**config.mk**
```make
export PLATFORM = sky130hd
export DESIGN_NAME = rc_pulse_capture_and_scale
export DESIGN_NICKNAME = d
export VERILOG_FILES = /design/src/hw/rtl/rcpc_pkg.sv /design/src/hw/rtl/rc_pulse_capture_and_scale.sv
export SDC_FILE = /design/constraint.sdc
export NUM_CORES = 1
export LEC_CHECK = 0
export ABC_AREA = 1
export BUFFER_PORTS_ARGS = -buffer_cell sky130_fd_sc_hd__buf_2
export CORE_ASPECT_RATIO = 0.9
export CORE_MARGIN = 8
export CORE_UTILIZATION = 63
export DETAILED_ROUTE_END_ITERATION = 12
export PLACE_DENSITY = 0.83
export SLEW_MARGIN = 20
export SYNTH_ARGS = -nofsm -noshare
export SYNTH_HDL_FRONTEND = slang
export SYNTH_SLANG_ARGS = --single-unit
```
**constraint.sdc**
```tcl
create_clock -name i_clk -period 9.12 [get_ports i_clk]
set_input_delay 1.824 -clock i_clk [delete_from_list [all_inputs] [get_ports i_clk]]
set_output_delay 1.824 -clock i_clk [all_outputs]
set_load 0.02 [all_outputs]
```
**src/hw/rtl/rcpc_pkg.sv**
```systemverilog
// Package for the RC pulse capture and scaling block.
// Holds widths, calibration reset values, register indexes and scaling constants.
// No dependencies.
`default_nettype none

package rcpc_pkg;

    // Fixed field widths.
    localparam int LANE_W   = 16;
    localparam int CFG_W    = 64;
    localparam int MAX_CH   = 4;
    localparam int CH_W     = 2;
    localparam int VALUE_W  = 11;
    localparam int TS_W     = 32;

    // Serial divider sizing: the quotient never exceeds HALF_SPAN, so nine bits do.
    localparam int QUO_W    = 9;
    localparam int STEP_W   = 4;
    localparam int REM_W    = LANE_W + QUO_W;

    localparam logic [QUO_W-1:0]   HALF_SPAN = 9'd500;
    localparam logic [VALUE_W-1:0] MID_VALUE = 11'd1500;
    localparam logic [VALUE_W-1:0] MIN_VALUE = 11'd1000;
    localparam logic [VALUE_W-1:0] MAX_VALUE = 11'd2000;

    // Calibration defaults, one 16-bit lane per channel.
    localparam logic [CFG_W-1:0] CENTER_RESET = 64'h05DC_05DC_05DC_05DC;
    localparam logic [CFG_W-1:0] LOW_RESET    = 64'h03E8_03E8_03E8_03E8;
    localparam logic [CFG_W-1:0] HIGH_RESET   = 64'h07D0_07D0_07D0_07D0;

    // Configuration register indexes.
    typedef enum logic [1:0] {
        REG_CENTER = 2'd0,
        REG_LOW    = 2'd1,
        REG_HIGH   = 2'd2,
        REG_NONE   = 2'd3
    } t_reg_index;

endpackage

`default_nettype wire

```
**src/hw/rtl/rc_pulse_capture_and_scale.sv**
```systemverilog
// Top level of the RC pulse capture and scaling block.
// Depends on rcpc_pkg for widths, calibration defaults and register indexes.
//
// Usage:
// The input channel takes one word per pin sample: four pin levels and a
// microsecond timestamp. A rising pin stores the time, a falling pin ends a
// pulse. Each ended pulse gives one output word (channel, saturated width,
// scaled value 1000..2000, last flag), in ascending channel order; the last
// flag marks the final word caused by a sample.
// Each ended pulse passes through channel select, multiply, nine divider
// steps, final add and output load; the shared restoring divider produces
// one quotient bit a cycle. A pulse whose value needs no division (width at
// center, zero divisor or bound on the wrong side of center) goes from
// channel select straight to output load. A sample that ends no pulse
// leaves the block idle. The input is not ready while a sample is being
// worked on.
// Stalls: the last output word sits in the output register, and the next
// sample is taken while it waits. If the receiver stalls with an earlier
// word still held, the sequencer waits at the output load.
// Reset: all pins read as low, no pulse is open, the output register is
// empty and the calibration registers return to 1000/1500/2000 per channel.
// The user must write calibration through the plain write port only while
// the block is idle; the block itself does not enforce this.
`default_nettype none

module rc_pulse_capture_and_scale
    import rcpc_pkg::*;
#(
    parameter int CHANNELS  = 4,
    parameter int TIME_BITS = 32
) (
    input  wire logic                 i_clk,
    input  wire logic                 i_rst_n,
    // Sample input
    input  wire logic                 i_in_valid,
    output logic                      o_in_ready,
    input  wire logic [MAX_CH-1:0]    i_pin_levels,
    input  wire logic [TS_W-1:0]      i_time_us,
    // Result output
    output logic                      o_out_valid,
    input  wire logic                 i_out_ready,
    output logic [CH_W-1:0]           o_channel,
    output logic [LANE_W-1:0]         o_pulse_width,
    output logic [VALUE_W-1:0]        o_scaled_value,
    output logic                      o_last,
    // Calibration write port
    input  wire logic                 i_cfg_we,
    input  wire logic [1:0]           i_cfg_index,
    input  wire logic [CFG_W-1:0]     i_cfg_data
);

    localparam logic [MAX_CH-1:0] CH_MASK = MAX_CH'((1 << CHANNELS) - 1);

    typedef enum logic [2:0] {
        S_IDLE,
        S_SEL,
        S_MUL,
        S_DIV,
        S_FIN,
        S_EMIT
    } t_state;

    t_state                 r_state;
    logic [CFG_W-1:0]       r_center;
    logic [CFG_W-1:0]       r_low;
    logic [CFG_W-1:0]       r_high;
    logic [MAX_CH-1:0]      r_prev;
    logic [TIME_BITS-1:0]   r_rise [MAX_CH];
    logic [TIME_BITS-1:0]   r_now;
    logic [MAX_CH-1:0]      r_fall;
    logic [CH_W-1:0]        r_ch;
    logic [LANE_W-1:0]      r_width;
    logic                   r_last;
    logic [LANE_W-1:0]      r_num;
    logic [LANE_W-1:0]      r_den;
    logic                   r_neg;
    logic [REM_W-1:0]       r_rem;
    logic [QUO_W-1:0]       r_quo;
    logic [STEP_W-1:0]      r_step;
    logic [VALUE_W-1:0]     r_value;
    logic                   r_o_valid;
    logic [CH_W-1:0]        r_o_channel;
    logic [LANE_W-1:0]      r_o_width;
    logic [VALUE_W-1:0]     r_o_value;
    logic                   r_o_last;

    logic                   in_take;
    logic                   out_free;
    logic [MAX_CH-1:0]      pins;
    logic [TIME_BITS-1:0]   now;

    logic [CH_W-1:0]        n_ch;
    logic [TIME_BITS-1:0]   diff;
    logic [LANE_W-1:0]      n_width;
    logic [LANE_W-1:0]      lane_c;
    logic [LANE_W-1:0]      lane_l;
    logic [LANE_W-1:0]      lane_h;
    logic                   n_direct;
    logic [VALUE_W-1:0]     n_direct_value;
    logic [LANE_W-1:0]      n_num;
    logic [LANE_W-1:0]      n_den;
    logic                   n_neg;
    logic [MAX_CH-1:0]      n_fall;

    logic [REM_W-1:0]       div_shifted;
    logic                   div_fits;

    assign in_take  = i_in_valid && (r_state == S_IDLE);
    assign out_free = !r_o_valid || i_out_ready;
    assign pins     = i_pin_levels & CH_MASK;
    assign now      = i_time_us[TIME_BITS-1:0];

    // Lowest channel with a pending falling edge.
    always_comb begin
        n_ch = '0;
        for (int i = MAX_CH - 1; i >= 0; i--) begin
            if (r_fall[i]) begin
                n_ch = CH_W'(i);
            end
        end
    end

    // Pulse width of the selected channel, wrapped and saturated to 16 bits.
    always_comb begin
        diff = r_now - r_rise[n_ch];
        if (TS_W'(diff) > TS_W'({LANE_W{1'b1}})) begin
            n_width = {LANE_W{1'b1}};
        end else begin
            n_width = LANE_W'(diff);
        end
    end

    // Calibration lanes and the choice between a fixed value and a division.
    // When the low or high bound lies on the wrong side of center, the value
    // is set directly to MIN_VALUE or MAX_VALUE, with no division.
    always_comb begin
        lane_c         = r_center[LANE_W*n_ch +: LANE_W];
        lane_l         = r_low[LANE_W*n_ch +: LANE_W];
        lane_h         = r_high[LANE_W*n_ch +: LANE_W];
        n_direct       = 1'b1;
        n_direct_value = MID_VALUE;
        n_num          = '0;
        n_den          = '0;
        n_neg          = 1'b0;
        if (n_width < lane_c) begin
            n_neg = 1'b1;
            if (lane_l > lane_c) begin
                n_direct_value = MIN_VALUE;
            end else if (lane_l != lane_c) begin
                n_direct = 1'b0;
                n_num    = lane_c - ((n_width < lane_l) ? lane_l : n_width);
                n_den    = lane_c - lane_l;
            end
        end else if (n_width > lane_c) begin
            if (lane_h < lane_c) begin
                n_direct_value = MAX_VALUE;
            end else if (lane_h != lane_c) begin
                n_direct = 1'b0;
                n_num    = ((n_width > lane_h) ? lane_h : n_width) - lane_c;
                n_den    = lane_h - lane_c;
            end
        end
        n_fall = r_fall & ~(MAX_CH'(1) << n_ch);
    end

    // Shared restoring divider step: one quotient bit per cycle.
    assign div_shifted = REM_W'(r_den) << r_step;
    assign div_fits    = (r_rem >= div_shifted);

    // Sequencer, state and registered outputs.
    always_ff @(posedge i_clk) begin
        if (!i_rst_n) begin
            r_state   <= S_IDLE;
            r_center  <= CENTER_RESET;
            r_low     <= LOW_RESET;
            r_high    <= HIGH_RESET;
            r_prev    <= '0;
            r_fall    <= '0;
            r_o_valid <= 1'b0;
        end else begin
            // Calibration writes; an index past the list is dropped.
            if (i_cfg_we) begin
                case (t_reg_index'(i_cfg_index))
                    REG_CENTER: r_center <= i_cfg_data;
                    REG_LOW:    r_low    <= i_cfg_data;
                    REG_HIGH:   r_high   <= i_cfg_data;
                    default:    ;
                endcase
            end

            // The held word leaves; the output load below refills it itself.
            if (r_o_valid && i_out_ready && (r_state != S_EMIT)) begin
                r_o_valid <= 1'b0;
            end

            case (r_state)
                S_IDLE: begin
                    if (in_take) begin
                        for (int i = 0; i < MAX_CH; i++) begin
                            if (pins[i] && !r_prev[i]) begin
                                r_rise[i] <= now;
                            end
                        end
                        r_prev <= pins;
                        r_now  <= now;
                        r_fall <= r_prev & ~pins;
                        if ((r_prev & ~pins) != '0) begin
                            r_state <= S_SEL;
                        end
                    end
                end
                S_SEL: begin
                    r_ch    <= n_ch;
                    r_width <= n_width;
                    r_fall  <= n_fall;
                    r_last  <= (n_fall == '0);
                    r_num   <= n_num;
                    r_den   <= n_den;
                    r_neg   <= n_neg;
                    r_value <= n_direct_value;
                    r_state <= n_direct ? S_EMIT : S_MUL;
                end
                S_MUL: begin
                    r_rem   <= REM_W'(r_num) * REM_W'(HALF_SPAN);
                    r_quo   <= '0;
                    r_step  <= STEP_W'(QUO_W - 1);
                    r_state <= S_DIV;
                end
                S_DIV: begin
                    if (div_fits) begin
                        r_rem         <= r_rem - div_shifted;
                        r_quo[r_step] <= 1'b1;
                    end
                    if (r_step == '0) begin
                        r_state <= S_FIN;
                    end else begin
                        r_step <= r_step - STEP_W'(1);
                    end
                end
                S_FIN: begin
                    if (r_neg) begin
                        r_value <= MID_VALUE - VALUE_W'(r_quo);
                    end else begin
                        r_value <= MID_VALUE + VALUE_W'(r_quo);
                    end
                    r_state <= S_EMIT;
                end
                S_EMIT: begin
                    if (out_free) begin
                        r_o_valid   <= 1'b1;
                        r_o_channel <= r_ch;
                        r_o_width   <= r_width;
                        r_o_value   <= r_value;
                        r_o_last    <= r_last;
                        r_state     <= r_last ? S_IDLE : S_SEL;
                    end
                end
                default: begin
                    r_state <= S_IDLE;
                end
            endcase
        end
    end

    assign o_in_ready     = (r_state == S_IDLE);
    assign o_out_valid    = r_o_valid;
    assign o_channel      = r_o_channel;
    assign o_pulse_width  = r_o_width;
    assign o_scaled_value = r_o_value;
    assign o_last         = r_o_last;

endmodule

`default_nettype wire
```
==> out/summary.txt <==
Outcome: finished, violations left
Failing checks: design-rule violations
Async SR Flop Fraction: 0
Fin area: 0.0335 mm^2
Pre-antenna DRT Iters: 10
Initial antenna violation count: 1
Post-DP HPWL: 64900 um
Final Util: 0.703
Final Power: 14.4 mW
Minimum clock period after layout: 8.50 ns
Commonest non-fill, non-tap cell in the layout: nand2_1
DR DRC count: 2
TritonCTS clock tree: built
Final Slew Violations: 0
Clock Tree Root: clkbuf_16
Layout cells sized above 1: 0.0957
Maximum clock rate: 118 MHz
Peak supply drop: 0.363 mV
Post-synthesis register bit count: 495
Slew @ Worst Pin: 1.23 ns
Vias per cell: 5.98
Clk sinks: 495
Placed cell count: 4403
Max clock buf depth: 3
Required time of the worst setup path: 9.44 ns
Setup TNS: 0 ns
Max cap viols: 0
Die ar.: 0.0554 mm^2
Most common cell on crit path: nand2_1
Slew margin rel.: 0.168
Power density over the cells: 430 mW/mm^2
Nets: 4232
Syn avg cell area: 8.13 um^2
Initial core utilization: 0.636
Critical Path End Type: register
Post-synth EDFFs: 291
Critical Path Fanout Max: 29
DR WL/cell: 19.7 um
Post-DP Area: 0.0317 mm^2
P&R area growth vs syn: 10.5%
Synth Cell Area: 0.0303 mm^2
DR iter-0 viols: 3003
Final setup viols: 0
Yosys warnings: 0
H-tree depth: 2
First-pass GRT wire length: 137000 um
Clock transition at path regs: 0.06 ns
Final Cycle Share: 0.932
Yosys cell types: 60
Gr ovfl total: 0
Vias in the first global route: 25200
Clk_skew: 0.0455 ns
Register area share after synthesis: 0.423
Fill count: 3745
Vias post-DR: 26900
CP startpoint kind: register
Cell count after synthesis: 3732
CP arrival: 8.82 ns
Crit path from: r_fall[2]$_SDFFE_PN0P_
Hold crit path type: reg2reg
Crit-path slowest cell: o21ai_4
Syn_nets: 4126
Fin cells: 4504
I/O pins: 139
Largest net degree at the start of global routing: 103
Worst-skew pair later-pin latency: 0.63 ns
IO buf count: 138
P_leak: 15.1 nW
Gr usage total: 0.312
Commonest non-fill, non-tap cells in the layout: nand2_1 (816), nor2_1 (501), inv_1 (395)
Hold Fails Final Rpt: 0
Crit-path max cell delay: 0.53 ns
Ys flop type: edfxtp_1
Antenna-violating nets left: 0
Total CTS buffers: 50
DIE WIDTH: 247 um
Die Y: 224 um
Hold Crit Start: r_width[6]$_DFFE_PP_
GPL Wtd Cong: 1.06
Row Count: 76
Drt total wl: 88900 um
Reg2reg start: r_fall[2]$_SDFFE_PN0P_
Core area: 0.0477 mm^2
CP Class: reg2reg
## final cells by class
| cell class | instances | area [um^2] | share of cell area |
|---|---|---|---|
| multi-input combinational | 2694 | 15600 | 0.465 |
| timing repair buffer | 183 | 1080 | 0.0322 |
| clock inverter | 18 | 234 | 0.00698 |
| sequential | 495 | 12800 | 0.382 |
| inverter | 413 | 1560 | 0.0464 |
| timing repair inverter | 1 | 5.00 | 0.000149 |
| tap | 624 | 781 | 0.0233 |
| antenna | 2 | 5.00 | 0.000149 |
| clock buffer | 74 | 1460 | 0.0435 |
## where the power goes
group	internal [mW]	total (mW)	switching, mW
Combinational	3.41	9.25	5.84
Clock	1.20	2.10	0.896
Sequential	2.93	3.07	0.138
Total	7.54	14.4	6.87
## worst paths after layout
check	end	slack, ns	cells past startpoint
worst max register to register	r_num[12]$_DFFE_PP_	0.62	47
worst max-delay path	r_num[12]$_DFFE_PP_	0.62	47
worst min register to register	o_pulse_width[6]$_DFFE_PP_	0.41	0
worst min-delay path	o_pulse_width[6]$_DFFE_PP_	0.41	0
## critical path, delay by kind of cell (launching register included)
family / cells / cell delay [ns]
compound gates: 14 / 2.53
fa+ha+maj: 3 / 1.25
buf+inv: 6 / 0.69
flops: 1 / 0.35
simple gates: 24 / 3.35
## per-stage QoR
step	hold slack (ns)	worst slack, ns
4_1_cts	0.415	0.432
5_1_grt	0.423	-0.0217
3_3_place_gp	0.400	0.635
6_report	0.410	0.619
2_1_floorplan	0.400	1.29
3_5_place_dp	0.405	0.491
## cells by family (layout without fill, tap and decap cells)
logic type,Yosys count,in the layout,share of synthesized area
simple gates,1641,1642,0.221
flops,495,495,0.423
fa+ha+maj,287,287,0.133
buf+inv,544,689,0.0679
compound gates,697,697,0.135
xor+xnor,65,65,0.0188
mux,3,3,0.000990
other cells,0,2,0
## per-layer routing
| metal | wire length (um) | global-route usage | up-vias |
|---|---|---|---|
| met1 | 37200 | 0.426 | 12600 |
| li1 | - | - | 12700 |
| met3 | 7920 | 0.0468 | 247 |
| met2 | 39900 | 0.496 | 1318 |
| met5 | 0 | 0 | - |
| met4 | 3840 | 0.127 | 0 |
## cell usage after synthesis, drive strengths merged (4+ instances only)
master	count	area (um^2)
nand2	845	3250
nor2	514	1950
inv	411	1540
o21ai	318	1640
edfxtp	291	8740
ha	227	2840
dfxtp	204	4080
a21oi	186	935
nand3	183	926
clkbuf	112	420
fa	60	1200
xor2	42	368
nor3	41	215
a22o	36	315
o221ai	32	280
o22ai	26	163
xnor2	23	201
or2	22	138
buf	19	88.8
nand4	18	113
o311ai	14	123
o21bai	12	90.1
a211oi	10	75.1
a31oi	9	56.3
o211ai	9	67.6
a22oi	7	52.6
a221oi	6	52.6
o31ai	6	45.0
o32ai	6	52.6
o21a	5	37.5
a21boi	4	30.0
and2	4	25.0
and3	4	25.0
nand3b	4	33.8
## sequential cells by signal, summed over array words and instances (netlist names), 2 cells and up
register	cells
r_width	16
r_low	64
r_prev	4
r_rem	25
r_state	3
r_num	16
r_ch	2
r_center	64
o_pulse_width	16
r_quo	9
r_rise	128
r_value	11
r_step	4
o_scaled_value	11
r_now	32
r_den	16
r_fall	4
o_channel	2
r_high	64
## repair_timing
item / 4_1_cts / 5_1_grt
setup endpoints to repair: 0 / 7
hold buffers: 0 / 0
gates resized for setup: 0 / 14
setup buffers: 0 / 4
Note: power is estimated with default switching activity, not from simulation.
